[src/hdl/b64c_pkg.sv]
// b64c_pkg: shared types, constants and alphabet functions of the Base64 codec.
// No dependencies; imported by b64c_step, base64_codec_core and b64c_checker.
`default_nettype none

package b64c_pkg;

  localparam logic [7:0] PadChar = 8'h3D;

  typedef enum logic [1:0] {
    StOk   = 2'd0,
    StLen  = 2'd1,
    StChar = 2'd2
  } status_e;

  typedef struct packed {
    logic [7:0] data;
    logic       present;
    logic       last;
    logic [1:0] status;
  } res_t;

  typedef struct packed {
    logic [11:0] acc;
    logic [3:0]  held;
    logic [1:0]  grp;
    logic [1:0]  pads;
    logic        bad;
  } state_t;

  function automatic logic [7:0] enc_char(logic [5:0] idx);
    logic [7:0] w;
    w = {2'b00, idx};
    if (idx < 6'd26) return 8'(8'h41 + w);
    else if (idx < 6'd52) return 8'(8'h61 + w - 8'd26);
    else if (idx < 6'd62) return 8'(8'h30 + w - 8'd52);
    else if (idx == 6'd62) return 8'h2B;
    else return 8'h2F;
  endfunction

  // {valid, value}
  function automatic logic [6:0] dec_char(logic [7:0] c);
    logic [7:0] v;
    v = 8'd0;
    case (c) inside
      [8'h41:8'h5A]: begin
        v = 8'(c - 8'h41);
        return {1'b1, v[5:0]};
      end
      [8'h61:8'h7A]: begin
        v = 8'(c - 8'h61 + 8'd26);
        return {1'b1, v[5:0]};
      end
      [8'h30:8'h39]: begin
        v = 8'(c - 8'h30 + 8'd52);
        return {1'b1, v[5:0]};
      end
      8'h2B: return {1'b1, 6'd62};
      8'h2F: return {1'b1, 6'd63};
      default: return 7'd0;
    endcase
  endfunction

endpackage

`default_nettype wire

[src/hdl/base64_codec_core.sv]
// base64_codec_core: top level of the streaming Base64 codec with APB register.
// Depends on b64c_pkg and b64c_step.
`default_nettype none

// Streaming Base64 codec, standard alphabet. Register 0 (byte address 0) bit 0
// selects the direction: 0 encodes bytes into characters with '=' padding on the
// last byte, 1 decodes characters into bytes and reports status on the result
// that carries out_last. Writing the register drops any partial message; write
// it only while idle. A transaction enters an input register, is processed
// combinationally into a result buffer of up to four entries, and the buffer
// drains one result per cycle while out_stall_i is low. Input is taken every
// cycle while the buffer is empty or passing its final entry, so an item with
// several results holds back the next: encoding gives four characters per three
// bytes (up to four for a padded final byte); decoding at most one byte per char.
module base64_codec_core import b64c_pkg::*; (
  input  wire logic        clk_i,
  input  wire logic        rst_ni,
  input  wire logic        psel,
  input  wire logic        penable,
  input  wire logic        pwrite,
  input  wire logic [2:0]  paddr,
  input  wire logic [31:0] pwdata,
  output logic [31:0]      prdata,
  output logic             pready,
  input  wire logic        in_valid_i,
  output logic             in_stall_o,
  input  wire logic [7:0]  in_byte_i,
  input  wire logic        in_last_i,
  output logic             out_valid_o,
  input  wire logic        out_stall_i,
  output logic [7:0]       out_byte_o,
  output logic             byte_present_o,
  output logic             out_last_o,
  output logic [1:0]       status_o
);

  logic       dir_q;
  logic       cfg_wr;
  logic       in_vld_q;
  logic [7:0] in_byte_q;
  logic       in_last_q;
  state_t     state_q, state_d;
  res_t [3:0] res_q, step_res;
  logic [2:0] cnt_q, step_cnt;
  logic       out_acc, in_acc, load;

  assign pready = 1'b1;
  assign prdata = {31'd0, dir_q};
  assign cfg_wr = psel && penable && pwrite && (paddr[2] == 1'b0);

  assign out_valid_o = (cnt_q != 3'd0);
  assign out_acc     = out_valid_o && !out_stall_i;
  assign load        = in_vld_q && ((cnt_q == 3'd0) || ((cnt_q == 3'd1) && out_acc));
  assign in_stall_o  = in_vld_q && !load;
  assign in_acc      = in_valid_i && !in_stall_o;

  b64c_step u_step (
    .dir_i   (dir_q),
    .state_i (state_q),
    .byte_i  (in_byte_q),
    .last_i  (in_last_q),
    .state_o (state_d),
    .res_o   (step_res),
    .count_o (step_cnt)
  );

  always_ff @(posedge clk_i or negedge rst_ni) begin
    if (!rst_ni) begin
      dir_q    <= 1'b0;
      state_q  <= '0;
      in_vld_q <= 1'b0;
      cnt_q    <= 3'd0;
    end else begin
      if (cfg_wr) begin
        dir_q   <= pwdata[0];
        state_q <= '0;
      end else if (load) begin
        state_q <= state_d;
      end
      if (in_acc) in_vld_q <= 1'b1;
      else if (load) in_vld_q <= 1'b0;
      if (load) cnt_q <= step_cnt;
      else if (out_acc) cnt_q <= 3'(cnt_q - 3'd1);
    end
  end

  always_ff @(posedge clk_i) begin
    if (in_acc) begin
      in_byte_q <= in_byte_i;
      in_last_q <= in_last_i;
    end
    if (load) begin
      res_q <= step_res;
    end else if (out_acc) begin
      res_q[0] <= res_q[1];
      res_q[1] <= res_q[2];
      res_q[2] <= res_q[3];
    end
  end

  assign out_byte_o     = res_q[0].data;
  assign byte_present_o = res_q[0].present;
  assign out_last_o     = res_q[0].last;
  assign status_o       = res_q[0].status;

endmodule

`default_nettype wire

[src/hdl/b64c_step.sv]
// b64c_step: combinational transaction step of the codec, encode and decode.
// Takes the message state and one item, gives up to four results and next state.
// Depends on b64c_pkg.
`default_nettype none

module b64c_step import b64c_pkg::*; (
  input  wire logic       dir_i,
  input  wire state_t     state_i,
  input  wire logic [7:0] byte_i,
  input  wire logic       last_i,
  output state_t          state_o,
  output res_t [3:0]      res_o,
  output logic [2:0]      count_o
);

  state_t     enc_st, dec_st;
  res_t [3:0] enc_r;
  res_t [3:0] dec_r;
  logic [2:0] enc_n, dec_n;

  logic [11:0] e_acc;
  logic [3:0]  e_rem;
  logic [5:0]  e_c0, e_c1;
  logic        e_two;

  always_comb begin
    e_acc = {state_i.acc[3:0], byte_i};
    e_c0  = e_acc[7:2];
    e_c1  = e_acc[5:0];
    e_rem = 4'd2;
    e_two = 1'b0;
    case (state_i.held)
      4'd2: begin
        e_c0  = e_acc[9:4];
        e_rem = 4'd4;
      end
      4'd4: begin
        e_c0  = e_acc[11:6];
        e_rem = 4'd0;
        e_two = 1'b1;
      end
      default: begin
        e_c0  = e_acc[7:2];
        e_rem = 4'd2;
      end
    endcase

    for (int i = 0; i < 4; i++) begin
      enc_r[i] = '{data: PadChar, present: 1'b1, last: 1'b0, status: StOk};
    end
    enc_r[0].data = enc_char(e_c0);
    enc_r[1].data = enc_char(e_c1);
    enc_n = e_two ? 3'd2 : 3'd1;
    if (last_i) begin
      if (e_rem == 4'd2) begin
        enc_r[1].data = enc_char({e_acc[1:0], 4'b0000});
        enc_n = 3'd4;
        enc_r[3].last = 1'b1;
      end else if (e_rem == 4'd4) begin
        enc_r[1].data = enc_char({e_acc[3:0], 2'b00});
        enc_n = 3'd3;
        enc_r[2].last = 1'b1;
      end else begin
        enc_r[1].last = 1'b1;
      end
    end

    enc_st = '0;
    if (!last_i) begin
      enc_st.acc  = e_acc;
      enc_st.held = e_rem;
    end
  end

  logic [6:0] d_val;
  logic       d_is_pad;
  logic [4:0] d_held;
  logic [7:0] d_byte;
  logic [1:0] d_st;

  always_comb begin
    d_val    = dec_char(byte_i);
    d_is_pad = (byte_i == PadChar) && state_i.grp[1];
    dec_st   = state_i;
    d_held   = {1'b0, state_i.held};
    if (d_is_pad) begin
      if (state_i.pads != 2'd2) dec_st.pads = 2'(state_i.pads + 2'd1);
    end else if (state_i.pads != 2'd0) begin
      dec_st.bad = 1'b1;
    end else begin
      if (!d_val[6]) dec_st.bad = 1'b1;
      dec_st.acc = {state_i.acc[5:0], d_val[6] ? d_val[5:0] : 6'd0};
      d_held     = 5'(state_i.held + 5'd6);
    end
    dec_st.grp = 2'(state_i.grp + 2'd1);

    d_st = StOk;
    if (last_i) begin
      if (dec_st.grp != 2'd0) d_st = StLen;
      else if (dec_st.bad) d_st = StChar;
    end

    case (d_held)
      5'd8:    d_byte = dec_st.acc[7:0];
      5'd9:    d_byte = dec_st.acc[8:1];
      5'd10:   d_byte = dec_st.acc[9:2];
      5'd11:   d_byte = dec_st.acc[10:3];
      default: d_byte = dec_st.acc[11:4];
    endcase

    dec_r    = '0;
    dec_n    = 3'd0;
    dec_st.held = d_held[3:0];
    if (d_held >= 5'd8) begin
      dec_r[0]    = '{data: d_byte, present: 1'b1, last: last_i, status: d_st};
      dec_n       = 3'd1;
      dec_st.held = 4'(d_held - 5'd8);
    end else if (last_i) begin
      dec_r[0] = '{data: 8'd0, present: 1'b0, last: 1'b1, status: d_st};
      dec_n    = 3'd1;
    end
    if (last_i) dec_st = '0;
  end

  assign state_o = dir_i ? dec_st : enc_st;
  assign res_o   = dir_i ? dec_r : enc_r;
  assign count_o = dir_i ? dec_n : enc_n;

endmodule

`default_nettype wire

[config.mk]
export PLATFORM = sky130hd
export DESIGN_NAME = base64_codec_core
export DESIGN_NICKNAME = d
export VERILOG_FILES = /design/src/hdl/b64c_pkg.sv /design/src/hdl/base64_codec_core.sv /design/src/hdl/b64c_step.sv
export SDC_FILE = /design/constraint.sdc
export NUM_CORES = 1
export LEC_CHECK = 0
export BUFFER_PORTS_ARGS = -buffer_cell sky130_fd_sc_hd__buf_2
export CAP_MARGIN = 20
export CORE_UTILIZATION = 58
export DETAILED_ROUTE_END_ITERATION = 6
export HOLD_SLACK_MARGIN = 0.12
export PLACE_DENSITY = 0.82
export SLEW_MARGIN = 10
export SYNTH_ARGS = -nofsm -noshare
export SYNTH_HDL_FRONTEND = slang
export SYNTH_SLANG_ARGS = --single-unit
export TNS_END_PERCENT = 50
[constraint.sdc]
create_clock -name clk_i -period 3.45 [get_ports clk_i]
set_input_delay 0.345 -clock clk_i [delete_from_list [all_inputs] [get_ports clk_i]]
set_output_delay 0.345 -clock clk_i [all_outputs]
set_load 0.01 [all_outputs]
==> results by group, run 1 <==
Status
  – Status: finished clean

Synth
  – Yosys top cell area share: 0.189
  – Syn Std Cell Area: 5570 µm²
  – Yosys warning total: 0
  – Avg Cell Area, Syn: 8.43 µm²
  – Leading register cell type out of synthesis: edfxtp_1
  – Number of enable flip-flop cells after synthesis: 35
  – Count leader, synth: nand2_1
  – Post-synth top cells: nand2_1 (71), nor2_1 (56), buf_4 (49), a21oi_1 (45)
  – Seq/Total Area, Yosys: 0.301
  – Area contributors post-synth: edfxtp_1 (19%), dfrtp_1 (11%), buf_4 (6.6%)
  – Fraction of registers with async set/reset: 0.417
  – Post-synthesis instance total: 661
  – Largest area contributor in the netlist: edfxtp_1
  – Post-synth cell types: 84
  – Synth Register Bits: 60

Drt
  – DRT iter0 DRCs: 493
  – Via Count: roughly 5,300
  – Final WL: 15,600 µm
  – Drt drc: 0
  – DRT Pass-1 Iters: 7
  – Post-route ant nets: 0
  – DR vias/cell: 6.42
  – Average wire per standard cell: 19.0 µm

Power
  – Peak VDD IR: 0.000352 V
  – PD cells: 823 nW/µm²
  – Static leakage: 2.42 nW
  – Total power: about 4.9 mW

Global route
  – GR Util met3: 0.0543
  – First-pass GRT wire length: 24,900 µm
  – Grt met2 use: 0.501
  – Met1 Usage GRT: 0.442
  – Initial antenna violation count: 0
  – Largest net degree at the start of global routing: 27
  – Number of global-route vias before repair: 4,881
  – Global route overflow: 0
  – Overall Global Routing Usage: 0.324
  – Top Usage Layer GRT: met2

STA
  – Slew margin rel.: 0.362
  – Tcrit/Tclk final: 0.961
  – Hold Slack: about 0.18 ns
  – Clock skew: 0.0152 ns
  – Final setup fails: 0
  – Slew Viols, Final: 0
  – Setup TNS: 0 ns
  – RSZ-0062 raised after global routing: no
  – Final Hold Vio Count: 0
  – Min Tclk post-route: 3.32 ns
  – Setup ws final: 0.134 ns
  – Slew @ Worst Pin: 0.950 ns
  – Achievable Freq: slightly above 300 MHz

Clock network
  – H-tree depth: 3
  – CTS tree: yes
  – Num CTS Buffers: 9
  – Post-CTS setup buffer count: 0
  – Root buffer cell: clkbuf_8
  – CTS resizes: 0
  – Later-pin clock latency in the skew report: 0.35 ns
  – Clk buf depth: 2
  – Clk pin slew, worst setup/hold paths: ~0.090 ns
  – Clock sink total: 60

Floorplanning
  – IO Count: 98
  – Overall die area: between 10,000 and 15,000 µm²
  – Site Rows: 35
  – Die X: 100 µm
  – Die height: 100 µm
  – Core ar.: 9280 µm²
  – Initial Util: 0.600

Layout
  – Post-layout instance area: 5930 µm²
  – Antenna Cells: 0
  – Layout cells sized above 1: 0.168
  – Fin nets: 766
  – P&R area growth vs syn: 6.51%

Placed design
  – Worst slack at placement: 0.280 ns
  – Routability Congestion: 1.00
  – Port Buffer Count: 32
  – Post-DP Area: 5710 µm²
  – HPWL Detailed: 11,600 µm

Worst setup path
  – Critical Path Source: state_q[8]
  – Reg2reg start: state_q[8]
  – Worst-path fanout max: 14
  – Setup CP Type: flip-flop to flip-flop
  – Setup crit end kind: flip-flop
  – Worst EP arrival: about 3.5 ns
  – Req. time, crit path: between 3 and 4 ns
  – CP Launch Type: flip-flop

Flow run
  – MaxCap Viol Count: 0

Worst hold path
  – Min-Delay Startpoint: in_byte_i[7]
  – Hold WC Path Type: input port to flip-flop
==> cell usage in the layout, fill, tap and decap left out, types with 5 or more instances in the layout <==
cell type  synthesis  layout
a211oi_1          10      10
a21o_1             5       5
a21oi_1           45      45
a22o_1             5       5
a31oi_1            8       8
a32oi_1            6       6
buf_2              6      32
buf_4             49      30
clkbuf_8           0       9
conb_1             2      32
dfrtp_1           25      25
edfxtp_1          35      35
ha_1              29      29
inv_1             21      21
inv_2              6       6
mux2i_1           16      16
nand2_1           71      71
nand2b_1          13      13
nand3_1           17      17
nand4_1            6       6
nor2_1            56      56
nor2b_1           10      10
nor3_1            16      16
o211ai_1           8       8
o21ai_0           35      35
o21ai_1           12      11
o221ai_1           6       6
o22ai_1            6       6
o31ai_1            8       8
or3_1              6       6
xnor2_1           15      15
==> sequential cells by signal (all words and copies together) (netlist names), 2 cells and up <==
| signal | cells |
|---|---|
| cnt_q | 3 |
| status_o | 2 |
| state_q | 20 |
| in_byte_q | 8 |
| res_q | 14 |
| out_byte_o | 8 |
==> worst max-delay path, cell delays in order (launching register included) <==
cell and delay (ns):
dfrtp_1 0.54, buf_4 0.26, nand4bb_1 0.19, o311a_1 0.15, nand2_1 0.23, inv_2 0.12
ha_1 0.25, nand2b_1 0.24, nor4_1 0.41, nor3_1 0.09, a311oi_1 0.43, a211oi_2 0.14
o311ai_2 0.08
==> what timing repair did <==
action                                  4_1_cts  5_1_grt
hold buffers                                  1        0
endpoints found under the setup margin        0        0
hold endpoints to repair                     25        0
==> power breakdown <==
part	internal (mW)	total, mW	switching (mW)	leakage [nW]
clock	0.404	0.720	0.316	0.107
combinational	1.05	2.82	1.77	1.64
sequential	1.10	1.34	0.237	0.671
total	2.56	4.88	2.32	2.42
==> final timing paths <==
| kind | depth (start not counted) | slack, ns | endpoint |
|---|---|---|---|
| min | 1 | 0.18 | in_byte_q[7] |
| min reg2reg | 1 | 0.49 | state_q[3] |
| max in group asynchronous | 2 | 2.51 | dir_q |
| min in group asynchronous | 2 | 0.54 | cnt_q[1] |
| max | 12 | 0.13 | out_byte_o[2] |
| max reg2reg | 12 | 0.13 | out_byte_o[2] |
==> stage by stage <==
step,std cells,utilization
2_1_floorplan,691,-
3_3_place_gp,803,0.615
3_5_place_dp,803,0.615
4_1_cts,820,0.639
5_1_grt,820,0.639
6_report,820,0.639
==> area by class of cell <==
class	instances	area, µm²
Inverter	30	115
Tap cell	129	161
Clock inverter	7	90.1
Timing Repair Buffer	64	415
Fill cell	815	3350
Clock buffer	9	124
Multi-Input combinational cell	521	3350
Sequential cell	60	1680
==> metal layers <==
metal / vias up / wire length, µm
met5: - / 0
met4: 0 / 696
met3: 68 / 1560
met2: 354 / 7030
met1: 2450 / 6330
li1: 2389 / -
==> kinds of logic (layout without fill, tap and decap cells) <==
group,Yosys count,count (layout),synth area share
flip-flops,60,60,0.301
XOR/XNOR,18,18,0.0296
AND/OR/NAND/NOR,221,221,0.193
multiplexers,16,16,0.0287
buffers and inverters,110,110,0.118
AO/OA/AOI/OAI,205,205,0.263
other,2,32,0.00135
adder cells (fa/ha/maj),29,29,0.0651
No activity file was read; power rests on OpenSTA's default activity.
==> run 2: changes to the inputs <==
--- a/config.mk
+++ b/config.mk
@@ -7,7 +7,9 @@
 export LEC_CHECK = 0
 export BUFFER_PORTS_ARGS = -buffer_cell sky130_fd_sc_hd__buf_2
 export CAP_MARGIN = 20
+export CORE_ASPECT_RATIO = 2
 export CORE_UTILIZATION = 58
+export CTS_CLUSTER_DIAMETER = 200
 export DETAILED_ROUTE_END_ITERATION = 6
 export HOLD_SLACK_MARGIN = 0.12
 export PLACE_DENSITY = 0.82
==> run 2 against run 1 <==
The run now ends with DRC left. Setup slack got worse by 0.091 ns. Routed wire length increased by 13%. Global-route usage increased by 3.5 points. Clock power increased by 26%. Clock skew decreased by 0.0054 ns. Clock-buffer cell count increased by 5. Core utilization increased by 1.7 points. Non-clock buffer count increased by 17. Worst hold slack improved by 0.0088 ns. Flip-flop and latch count unchanged. Largest cell class unchanged.
==> results by group, run 2 (synthesis gave the netlist of run 1 again) <==
Worst setup path
  – Setup CP Type: flip-flop to flip-flop
  – Req. time, crit path: about 3.6 ns
  – CP Launch Type: flip-flop
  – Worst EP arrival: 3.56 ns
  – Worst-path fanout max: 24
  – Setup crit end kind: flip-flop

Power
  – Switching share of power: 0.461
  – P_int: 2.81 mW
  – Peak VDD IR: 0.000378 V
  – Static leakage: 2.54 nW
  – PD cells: between 800 and 900 nW/µm²
  – Register share of total power: 0.260
  – Combinational Power Share: 0.567
  – Sw power: 2.41 mW
  – Clock share of power: 0.173

Clock network
  – Clk pin slew, worst setup/hold paths: 0.06 ns
  – Num CTS Buffers: 9
  – H-tree depth: 3
  – Root buffer cell: clkbuf_16
  – CTS tree: yes
  – Clock sink total: 60
  – Post-CTS setup buffer count: 0
  – Later-pin clock latency in the skew report: 0.33 ns
  – CTS resizes: 0
  – Clk buf depth: 2
  – # hold bufs at CTS: 1

Placed design
  – Routability Congestion: 1.04
  – HPWL Detailed: 13,600 µm
  – Post-DP Area: 5790 µm²
  – Port Buffer Count: 32

Status
  – Status: finished, violations left
  – Failing checks: DRC

Global route
  – Overall Global Routing Usage: 0.359
  – First-pass GRT wire length: between 20,000 and 30,000 µm
  – Initial antenna violation count: 0
  – Number of global-route vias before repair: 5,139
  – Largest net degree at the start of global routing: 29
  – Global route overflow: 0

Layout
  – Fillers: between 800 and 900
  – Top reg by flops: state_q
  – Antenna Cells: 0
  – Layout cells sized above 1: 0.188
  – Post-layout instance area: 6110 µm²
  – Most common cell after layout, fill and taps aside: nand2_1
  – Largest registers: state_q (20), res_q (14)
  – P&R area growth vs syn: 9.72%
  – Commonest cells after routing, fill and taps aside: nand2_1 (71), nor2_1 (56), buf_4 (48)
  – Fin nets: 783
  – Max reg flops: 20

STA
  – Setup TNS: 0 ns
  – Achievable Freq: around 300 MHz
  – Slew margin rel.: 0.487
  – Clock skew: 0.00979 ns
  – RSZ-0062 raised after global routing: no
  – Slew Viols, Final: 0
  – Tcrit/Tclk final: 0.987
  – Final setup fails: 0
  – Slew @ Worst Pin: approximately 0.77 ns
  – Min Tclk post-route: 3.41 ns
  – Final Hold Vio Count: 0

Drt
  – DRT iter0 DRCs: 490
  – Via Count: roughly 5,400
  – DR vias/cell: 6.63
  – Average wire per standard cell: approximately 22 µm
  – Drt drc: 8
  – DRT Pass-1 Iters: 7
  – Post-route ant nets: 0
  – Final WL: 17,600 µm

Worst hold path
  – Hold WC Path Type: input port to flip-flop

Floorplanning
  – Core ar.: 9320 µm²
  – IO Count: 98
  – Die X: 71.3 µm
  – Die height: 141 µm
  – Overall die area: 10,000 µm²
  – Initial Util: 0.598
  – Site Rows: 50

Flow run
  – MaxCap Viol Count: 0
-- run 2: final timing paths --
check	from	endpoint	slack, ns	depth (start not counted)
max	state_q[6]	out_byte_o[2]	0.04	11
min reg2reg	state_q[3]	state_q[3]	0.49	1
min	in_byte_i[7]	in_byte_q[7]	0.18	1
min in group asynchronous	rst_ni	state_q[8]	0.55	2
max reg2reg	state_q[6]	out_byte_o[2]	0.04	11
max in group asynchronous	rst_ni	state_q[20]	2.50	2
-- run 2: layout make-up --
| cell class | count | area [µm²] | share of cell area |
|---|---|---|---|
| multi-input cells | 521 | 3350 | 0.548 |
| flip-flops and latches | 60 | 1680 | 0.274 |
| clock inverters | 2 | 13.8 | 0.00225 |
| inverters | 30 | 115 | 0.0188 |
| clock buffers | 14 | 295 | 0.0483 |
| repair buffers | 81 | 531 | 0.0868 |
| well taps | 104 | 130 | 0.0213 |
-- run 2: per-layer routing --
layer / vias to the layer above / track usage / part of all wire
met5: - / 0 / 0
met4: 0 / 0.288 / 0.086
met3: 101 / 0.0593 / 0.063
met2: 316 / 0.633 / 0.52
met1: 2531 / 0.361 / 0.33
li1: 2433 / - / -
-- run 2: power by group through the flow --
stage          Sequential, mW  Combinational (mW)  Clock, mW
2_1_floorplan            1.23                2.18          0
3_3_place_gp             1.34                2.83          0
3_5_place_dp             1.35                2.87          0
4_1_cts                  1.34                2.89      0.907
5_1_grt                  1.37                3.20      0.937
6_report                 1.35                2.96      0.904
-- run 2: per-stage QoR --
| stage | hold slack (ns) | setup slack, ns | total power [mW] | cells | utilization |
|---|---|---|---|---|---|
| finish | 0.184 | 0.0432 | 5.22 | 812 | 0.656 |
| global route | 0.179 | 0.0141 | 5.51 | 812 | 0.656 |
| CTS | 0.178 | 0.171 | 5.14 | 812 | 0.656 |
| detailed placement | 0.372 | 0.199 | 4.23 | 795 | 0.622 |
| global placement | 0.366 | 0.217 | 4.18 | 795 | 0.622 |
| floorplan | 0.0494 | 0.662 | 3.41 | 691 | - |
-- run 2: worst max-delay path: stages (launching register included) --
cell,delay (ns)
dfrtp_1,0.65
inv_2,0.32
a41oi_1,0.20
nand2_1,0.27
inv_2,0.10
ha_1,0.24
nand2b_1,0.20
nor4_1,0.37
nor3_1,0.08
a311oi_1,0.53
a211oi_2,0.16
o311ai_2,0.09
